**config.mk**
```make
export PLATFORM = sky130hd
export DESIGN_NAME = dq_ctrl
export DESIGN_NICKNAME = d
export VERILOG_FILES = /design/src/rtl/dq_pkg.sv /design/src/rtl/dq_ctrl.sv
export SDC_FILE = /design/constraint.sdc
export NUM_CORES = 1
export LEC_CHECK = 0
export BUFFER_PORTS_ARGS = -buffer_cell sky130_fd_sc_hd__buf_2
export CAP_MARGIN = 20
export CORE_MARGIN = 2
export CORE_UTILIZATION = 50
export CTS_BUF_LIST = sky130_fd_sc_hd__clkbuf_16
export DETAILED_ROUTE_END_ITERATION = 16
export PLACE_DENSITY_LB_ADDON = 0.15
export SLEW_MARGIN = 20
export SYNTH_ARGS = -nofsm -noshare
export SYNTH_HDL_FRONTEND = slang
export SYNTH_SLANG_ARGS = --single-unit
```
**constraint.sdc**
```tcl
create_clock -name clk -period 3.8 [get_ports clk]
set_input_delay 0.76 -clock clk [delete_from_list [all_inputs] [get_ports clk]]
set_output_delay 0.76 -clock clk [all_outputs]
set_load 0.03 [all_outputs]
```
**src/rtl/dq_pkg.sv**
```systemverilog
package dq_pkg;

  localparam int CAPACITY   = 256;
  localparam int DATA_W     = 32;
  localparam int ADDR_W     = $clog2(CAPACITY);
  localparam int CNT_W      = ADDR_W + 1;
  localparam int OP_W       = 3;
  localparam int POS_W      = 8;
  localparam int OCC_W      = 9;
  localparam int ST_W       = 2;

  localparam logic [OP_W-1:0] OP_PUSH_FRONT = 3'd0;
  localparam logic [OP_W-1:0] OP_PUSH_BACK  = 3'd1;
  localparam logic [OP_W-1:0] OP_POP_FRONT  = 3'd2;
  localparam logic [OP_W-1:0] OP_POP_BACK   = 3'd3;
  localparam logic [OP_W-1:0] OP_READ       = 3'd4;

  localparam logic [ST_W-1:0] ST_OK    = 2'd0;
  localparam logic [ST_W-1:0] ST_FULL  = 2'd1;
  localparam logic [ST_W-1:0] ST_EMPTY = 2'd2;
  localparam logic [ST_W-1:0] ST_RANGE = 2'd3;

  typedef logic [DATA_W-1:0] data_t;
  typedef logic [ADDR_W-1:0] addr_t;
  typedef logic [CNT_W-1:0]  cnt_t;
  typedef logic [OP_W-1:0]   op_t;
  typedef logic [POS_W-1:0]  pos_t;
  typedef logic [OCC_W-1:0]  occ_t;
  typedef logic [ST_W-1:0]   status_t;

  typedef struct packed {
    logic  we;
    logic  re;
    addr_t addr;
    data_t wdata;
  } mem_req_t;

  typedef struct packed {
    logic    rd;
    cnt_t    count;
    status_t status;
  } meta_t;

endpackage

```
**src/rtl/dq_ctrl.sv**
```systemverilog
module dq_ctrl (
  input  logic             clk,
  input  logic             rst_n,
  input  logic             accept,
  input  dq_pkg::op_t      opcode,
  input  dq_pkg::data_t    push_value,
  input  dq_pkg::pos_t     position,
  output dq_pkg::mem_req_t mem_req,
  output dq_pkg::meta_t    meta
);
  import dq_pkg::*;

  addr_t head_r, head_nxt;
  cnt_t  count_r, count_nxt;
  logic  full, empty;
  cnt_t  pos_ext;
  addr_t cnt_lo, pos_lo;
  mem_req_t req;
  status_t  st;
  logic     rd;

  assign full    = (count_r == cnt_t'(CAPACITY));
  assign empty   = (count_r == '0);
  assign pos_ext = cnt_t'(position);
  assign cnt_lo  = count_r[ADDR_W-1:0];
  assign pos_lo  = pos_ext[ADDR_W-1:0];

  always_comb begin
    head_nxt  = head_r;
    count_nxt = count_r;
    req.we    = 1'b0;
    req.re    = 1'b0;
    req.addr  = head_r;
    req.wdata = push_value;
    st        = ST_OK;
    rd        = 1'b0;
    case (opcode)
      OP_PUSH_FRONT: begin
        if (full) begin
          st = ST_FULL;
        end else begin
          req.we    = 1'b1;
          req.addr  = head_r - addr_t'(1);
          head_nxt  = head_r - addr_t'(1);
          count_nxt = count_r + cnt_t'(1);
        end
      end
      OP_PUSH_BACK: begin
        if (full) begin
          st = ST_FULL;
        end else begin
          req.we    = 1'b1;
          req.addr  = head_r + cnt_lo;
          count_nxt = count_r + cnt_t'(1);
        end
      end
      OP_POP_FRONT: begin
        if (empty) begin
          st = ST_EMPTY;
        end else begin
          req.re    = 1'b1;
          rd        = 1'b1;
          head_nxt  = head_r + addr_t'(1);
          count_nxt = count_r - cnt_t'(1);
        end
      end
      OP_POP_BACK: begin
        if (empty) begin
          st = ST_EMPTY;
        end else begin
          req.re    = 1'b1;
          rd        = 1'b1;
          req.addr  = head_r + cnt_lo - addr_t'(1);
          count_nxt = count_r - cnt_t'(1);
        end
      end
      OP_READ: begin
        if (pos_ext >= count_r) begin
          st = ST_RANGE;
        end else begin
          req.re   = 1'b1;
          rd       = 1'b1;
          req.addr = head_r + pos_lo;
        end
      end
      default: begin
      end
    endcase
  end

  // nothing reaches memory or pointers unless the transaction is taken
  always_comb begin
    mem_req     = req;
    mem_req.we  = req.we & accept;
    mem_req.re  = req.re & accept;
    meta.rd     = rd;
    meta.count  = count_nxt;
    meta.status = st;
  end

  always_ff @(posedge clk) begin
    if (!rst_n) begin
      head_r  <= '0;
      count_r <= '0;
    end else if (accept) begin
      head_r  <= head_nxt;
      count_r <= count_nxt;
    end
  end

endmodule

```
==> results.toml, run 1 <==
[status]
status = "finished, final reports clean"

[synthesis]
synth_edf_count = 0
synth_area_leaders = "dfxtp_1 (11%), ha_1 (11%), buf_4 (8.6%)"
synth_warnings = 0
syn_avg_cell_area_sq_um = 7.25
syn_inst = 421
yosysSeqAreaShare_pct = 11.1
syn_nets = 496
ys_types = 65
ys_async_sr_fraction_pct = 0
yosysTopAreaCellShare_pct = 11.1
synth_largest_area_cell = "dfxtp_1"
synthFlopType = "dfxtp_1"
synth_common_cells = "a21oi_1 (35), buf_4 (35), nor2_1 (34), nand2_1 (28), ha_1 (27)"
syn_area_sq_um = 3050
synth-seq-cells = 17

[place]
port_buffers = 35
place_area_sq_um = 3160
dpl.hpwl_mm = 7.05
finalWeightedCongestion = 0.939
placed_cells = 499

[sta]
min_period_over_period_pct = 97.0
fin_crit_ns = 3.68
finalHoldViolCount = 0
rsz0062_at_grt = "true"
report.final.slew_viol_count = 0
timing.fmax_mhz = 271
tightest_slew_ns = 0.542
slew-limit-headroom_pct = 63.7
setup_violations = 0
skew_ns = 0.00153

[pwr]
peakVddDrop_mv = 0.246
p_total_uw = 1020
power.density_nw_per_um2 = 308
power.leakage_uw = 0.00152

[detailed_routing]
dr_total_vias = 3045
wire_per_inst_um = 17.7
route.detailed.drc = 0
drt_first_pass_iters = 5
via_per_inst = 6.03
drtAntennaViolNets = 0
dr.first_iter.drc_count = 175
wl_mm = 8.95

[layout]
postLayoutCellArea_sq_um = 3330
layout.cells.non_filler = 505
syn2layout_area_growth_pct = 8.97
n_fill_cell = 567
nNetsFinal = 506
num_antenna_cells = 0
drive_gt1_share_pct = 20.9

[clock_tree]
hold_buffers = 0
cts_sinks = 17
clockRootBuffer = "clkbuf_16"
cts.path.max_buffers = 2
cts.reportedPaths.clkPinSlew_ns = 0.05
worstSkewPairLatency_ns = 0.25
htreeDepth = 1
cts_tree = "done"
cts_inserted_buffers = 3

[die]
die-area_sq_um = 6750
coreArea_sq_um = 5920
die_x_um = 82.2
ioPinCount = 100
start_util_pct = 51.6
fp-row-count = 28
die_h_um = 82.2

[critical_path]
worstPathArrival_ns = 2.92
critical_path.max_fanout = 12
end_kind = "output pin"
worst_ep_required_time_ns = 3.04
crit_type = "flip-flop to output pin"
start_kind = "flip-flop"
cpMaxStageDelayCell = "or4b_4"
path_cells = "buf_4 > ha_1 > a21o_1 > a41o_1 > a21oi_4 > xor2_2 > or4b_4 > xor2_1 > o311ai_4 > buf_6"
slowest_delay_ns = 0.48

[global_route]
grt_max_degree = 26
grt_pass1_wl_mm = 14.6
antenna_found_initial = 0
grt_pass1_vias = 2869
grt_usage_pct = 28.1
overflow = 0

[job]
maxCapViolCount = 0

[min_path]
hp-class = "flip-flop to flip-flop"
==> critical path, delay by kind of cell (launching register included) <==
family | cells | cell delay [ns]
AO/OA/AOI/OAI | 4 | 0.86
AND/OR/NAND/NOR | 1 | 0.48
XOR/XNOR | 2 | 0.38
buffers and inverters | 2 | 0.35
flip-flops | 1 | 0.31
adder cells (fa/ha/maj) | 1 | 0.30
==> sequential cells by signal, summed over array words and instances, names as in the netlist <==
register  cells
count_r       9
head_r        8
==> logic make-up after synthesis <==
group | count (synthesis) | share of synthesized area (%)
multiplexers | 6 | 1.97
adder cells (fa/ha/maj) | 29 | 12.4
buffers and inverters | 76 | 14.1
AND/OR/NAND/NOR | 141 | 25.0
flip-flops | 17 | 11.1
XOR/XNOR | 31 | 9.38
AO/OA/AOI/OAI | 121 | 26.1
==> metrics by stage <==
stage / hold WS (ns) / TNS, ns / utilization (%) / setup slack [ns]
after CTS: 0.597 / 0 / 55.1 / 0.00790
after global placement: 0.573 / 0 / 53.4 / 0.0581
after global routing: 0.666 / -0.0173 / 56.2 / -0.0169
final: 0.600 / 0 / 56.2 / 0.116
after detailed placement: 0.589 / 0 / 53.4 / 0.0314
after floorplan: 0.550 / 0 / - / 0.110
==> metal layers <==
| layer | share of wire [%] | wire (um) | up-vias | track usage (%) |
|---|---|---|---|---|
| met3 | 5.8 | 519 | 15 | 3.91 |
| met1 | 46 | 4130 | 1409 | 38.7 |
| li1 | - | - | 1506 | - |
| met2 | 47 | 4190 | 115 | 47.6 |
| met4 | 1.2 | 106 | 0 | 4.33 |
| met5 | 0 | 0 | - | 0 |
==> cell usage in the layout, fill, tap and decap left out, types with 5 or more instances in the layout <==
| master | instances |
|---|---|
| o22ai_1 | 7 |
| o21ai_0 | 17 |
| buf_2 | 34 |
| nor2b_1 | 8 |
| a21o_1 | 7 |
| buf_4 | 24 |
| nor2_1 | 34 |
| nand3_1 | 14 |
| xor2_1 | 6 |
| inv_1 | 20 |
| nor3_1 | 6 |
| and3_1 | 9 |
| and2_1 | 9 |
| or3_1 | 7 |
| ha_1 | 26 |
| a21oi_1 | 34 |
| nand2_1 | 28 |
| xnor2_1 | 23 |
| a31oi_1 | 8 |
| o21ai_1 | 5 |
| mux2i_1 | 6 |
| dfxtp_1 | 15 |
==> area by class of cell <==
cell class / instances / area (sq um) / area share, %
Timing Repair Buffer: 60 / 382 / 11.5
Tap cell: 75 / 93.8 / 2.82
Multi-Input combinational cell: 328 / 2350 / 70.6
Sequential cell: 17 / 343 / 10.3
Clock inverter: 1 / 7.51 / 0.226
Inverter: 21 / 78.8 / 2.37
Clock buffer: 3 / 75.1 / 2.26
==> report_power, final <==
group          total, uW  leakage (uW)  switching, uW  internal (uW)
clock network        218     0.0000371           75.8            142
registers            202      0.000139           11.9            190
logic                605       0.00135            369            236
==> path summary, 6_finish.rpt <==
| check | start | to | slack, ns | depth (start not counted) |
|---|---|---|---|---|
| max | head_r[1] | mem_req[39] | 0.12 | 10 |
| min | head_r[1] | head_r[1] | 0.60 | 2 |
| max reg2reg | count_r[0] | head_r[2] | 1.30 | 10 |
| min reg2reg | head_r[1] | head_r[1] | 0.60 | 2 |
==> repair_timing <==
action                     CTS  global route
hold endpoints to repair     0             0
setup endpoints to repair    1             5
pin swaps                    0             1
gates cloned                 0             0
setup buffers                1             1
resized for setup            3            12
No activity file was read; power rests on OpenSTA's default activity.
==> inputs of run 2 (changes only) <==
--- a/config.mk
+++ b/config.mk
@@ -7,10 +7,13 @@
 export LEC_CHECK = 0
 export BUFFER_PORTS_ARGS = -buffer_cell sky130_fd_sc_hd__buf_2
 export CAP_MARGIN = 20
+export CELL_PAD_IN_SITES_DETAIL_PLACEMENT = 0
+export CELL_PAD_IN_SITES_GLOBAL_PLACEMENT = 1
 export CORE_MARGIN = 2
-export CORE_UTILIZATION = 50
+export CORE_UTILIZATION = 37
 export CTS_BUF_LIST = sky130_fd_sc_hd__clkbuf_16
 export DETAILED_ROUTE_END_ITERATION = 16
+export GPL_TIMING_DRIVEN = 0
 export PLACE_DENSITY_LB_ADDON = 0.15
 export SLEW_MARGIN = 20
 export SYNTH_ARGS = -nofsm -noshare
==> results.toml, run 2 (same netlist as run 1, synthesis figures left out) <==
[min_path]
holdPathStages = 2
worstHoldStart = "head_r[4]"
hp-class = "flip-flop to flip-flop"
worstHoldEndpoint = "head_r[4]"

[critical_path]
end_kind = "output pin"
worstPathArrival_ns = 3.05
r2r-end = "count_r[3]"
r2r_slack_ns = 1.15
r2r_start = "count_r[0]"
start_kind = "flip-flop"
worst_ep_required_time_ns = 3.04
crit_type = "flip-flop to output pin"
rr_worst_depth = 10
critical_path.max_fanout = 3

[die]
die_x_um = 94.9
fp-row-count = 33
die-area_sq_um = 9000
start_util_pct = 37.7
coreArea_sq_um = 8090
ioPinCount = 100
die_h_um = 94.9

[layout]
n_fill_cell = 860
largest-register = "count_r"
nNetsFinal = 582
layout.cells.non_filler = 611
drive_gt1_share_pct = 32.4
layout_commonest_cell = "buf_2"
num_antenna_cells = 0
syn2layout_area_growth_pct = 27.5
largest_reg_flops = 9
final_cell_mix = "buf_2 (68), buf_4 (50), nor2_1 (34)"
postLayoutCellArea_sq_um = 3890
reg_top3 = "count_r: 9 flops, head_r: 8 flops"
post-route-util_pct = 48.1

[clock_tree]
cts_inserted_buffers = 3
cts_sinks = 17
htreeDepth = 1
hold_buffers = 0
cts_tree = "done"
cts.path.max_buffers = 2
worstSkewPairLatency_ns = 0.25
cts.reportedPaths.clkPinSlew_ns = 0.05
clockRootBuffer = "clkbuf_16"

[sta]
report.final.slew_viol_count = 0
fin_crit_ns = 3.81
tightest_slew_ns = 0.592
fin_ws_ns = -0.0144
slew-limit-headroom_pct = 60.5
timing.fmax_mhz = 262
rsz0062_at_grt = "true"
min_period_over_period_pct = 100
setup_violations = 1
fin_tns_setup_ns = -0.0144
skew_ns = 0.00184
finalHoldViolCount = 0

[status]
status = "finished with violations"
failed_checks = "negative setup slack"

[pwr]
power.leakage_uw = 0.00183
peakVddDrop_mv = 0.150
power.density_nw_per_um2 = 293

[detailed_routing]
route.detailed.drc = 0
wl_mm = 10.5
via_per_inst = 5.59
wire_per_inst_um = 17.1
dr.first_iter.drc_count = 269
drtAntennaViolNets = 0
dr_total_vias = 3416
drt_first_pass_iters = 5

[global_route]
antenna_found_initial = 0
grt_pass1_wl_mm = 16.7
grt_max_degree = 12
grt_pass1_vias = 3219
overflow = 0
grt_usage_pct = 23.8

[place]
post-place-ws_ns = -0.414
dpl.hpwl_mm = 8.27
finalWeightedCongestion = 0.950
place_area_sq_um = 3530
port_buffers = 65
placed_cells = 591

[job]
maxCapViolCount = 0
[run 2: changes by cell type in the layout (fill, tap and decap cells not counted), moves of 2 or more]
cell	change
a21oi_4	+2
buf_1	+2
buf_2	+34
buf_4	+26
clkbuf_1	+9
clkbuf_2	+3
dfxtp_1	-4
dfxtp_4	+4
inv_1	-3
inv_2	+2
xor2_4	+2
[run 2: worst max path at each step]
stage | from | endpoint | slack, ns
floorplan | head_r[1] | mem_req[39] | 0.11
global placement | head_r[1] | mem_req[39] | -0.43
detailed placement | head_r[1] | mem_req[39] | -0.41
CTS | count_r[0] | mem_req[39] | -0.1
global route | position[1] | mem_req[39] | -0.11
finish | count_r[0] | mem_req[39] | -0.01
[run 2: through the flow]
stage	power [uW]	hold slack, ns
6_report	1140	0.597
5_1_grt	1220	0.632
4_1_cts	1120	0.600
3_5_place_dp	865	0.657
3_3_place_gp	865	0.640
2_1_floorplan	704	0.550
[run 2: what timing repair did]
action,in CTS,in global routing
gates cloned,0,0
pin swaps,7,12
endpoints found under the setup margin,10,7
setup buffers,7,9
gates resized for setup,32,9
[run 2: area by class of cell]
cell class,instances,area [sq um],area share [%]
plain buffers,55,364,9.35
clock inverters,1,7.51,0.193
clock buffers,3,75.1,1.93
inverters,21,82.6,2.12
repair buffers,81,464,11.9
well taps,105,131,3.37
flip-flops and latches,17,358,9.19
multi-input cells,328,2410,61.9
[run 2: routing by layer]
layer	global-route usage, %	vias up	share of wire [%]
met1	31.0	1600	45
met2	41.8	137	47
met4	5.31	0	2.3
met3	2.87	21	5.1
li1	-	1658	-
met5	0	-	0
[run 2: critical path: stages (launching register included)]
cell and delay [ns]:
dfxtp_4 0.38, ha_4 0.14, inv_2 0.04, fa_2 0.43, nor2b_4 0.16, o31a_1 0.19, a21oi_4 0.05, or2_1 0.21
or4b_4 0.55, xor2_4 0.18, o311ai_4 0.28, buf_6 0.18
[run 2: power breakdown]
group | switching [uW] | total, uW | internal, uW
registers | 19.8 | 209 | 190
clock network | 71.5 | 213 | 142
logic | 432 | 719 | 287
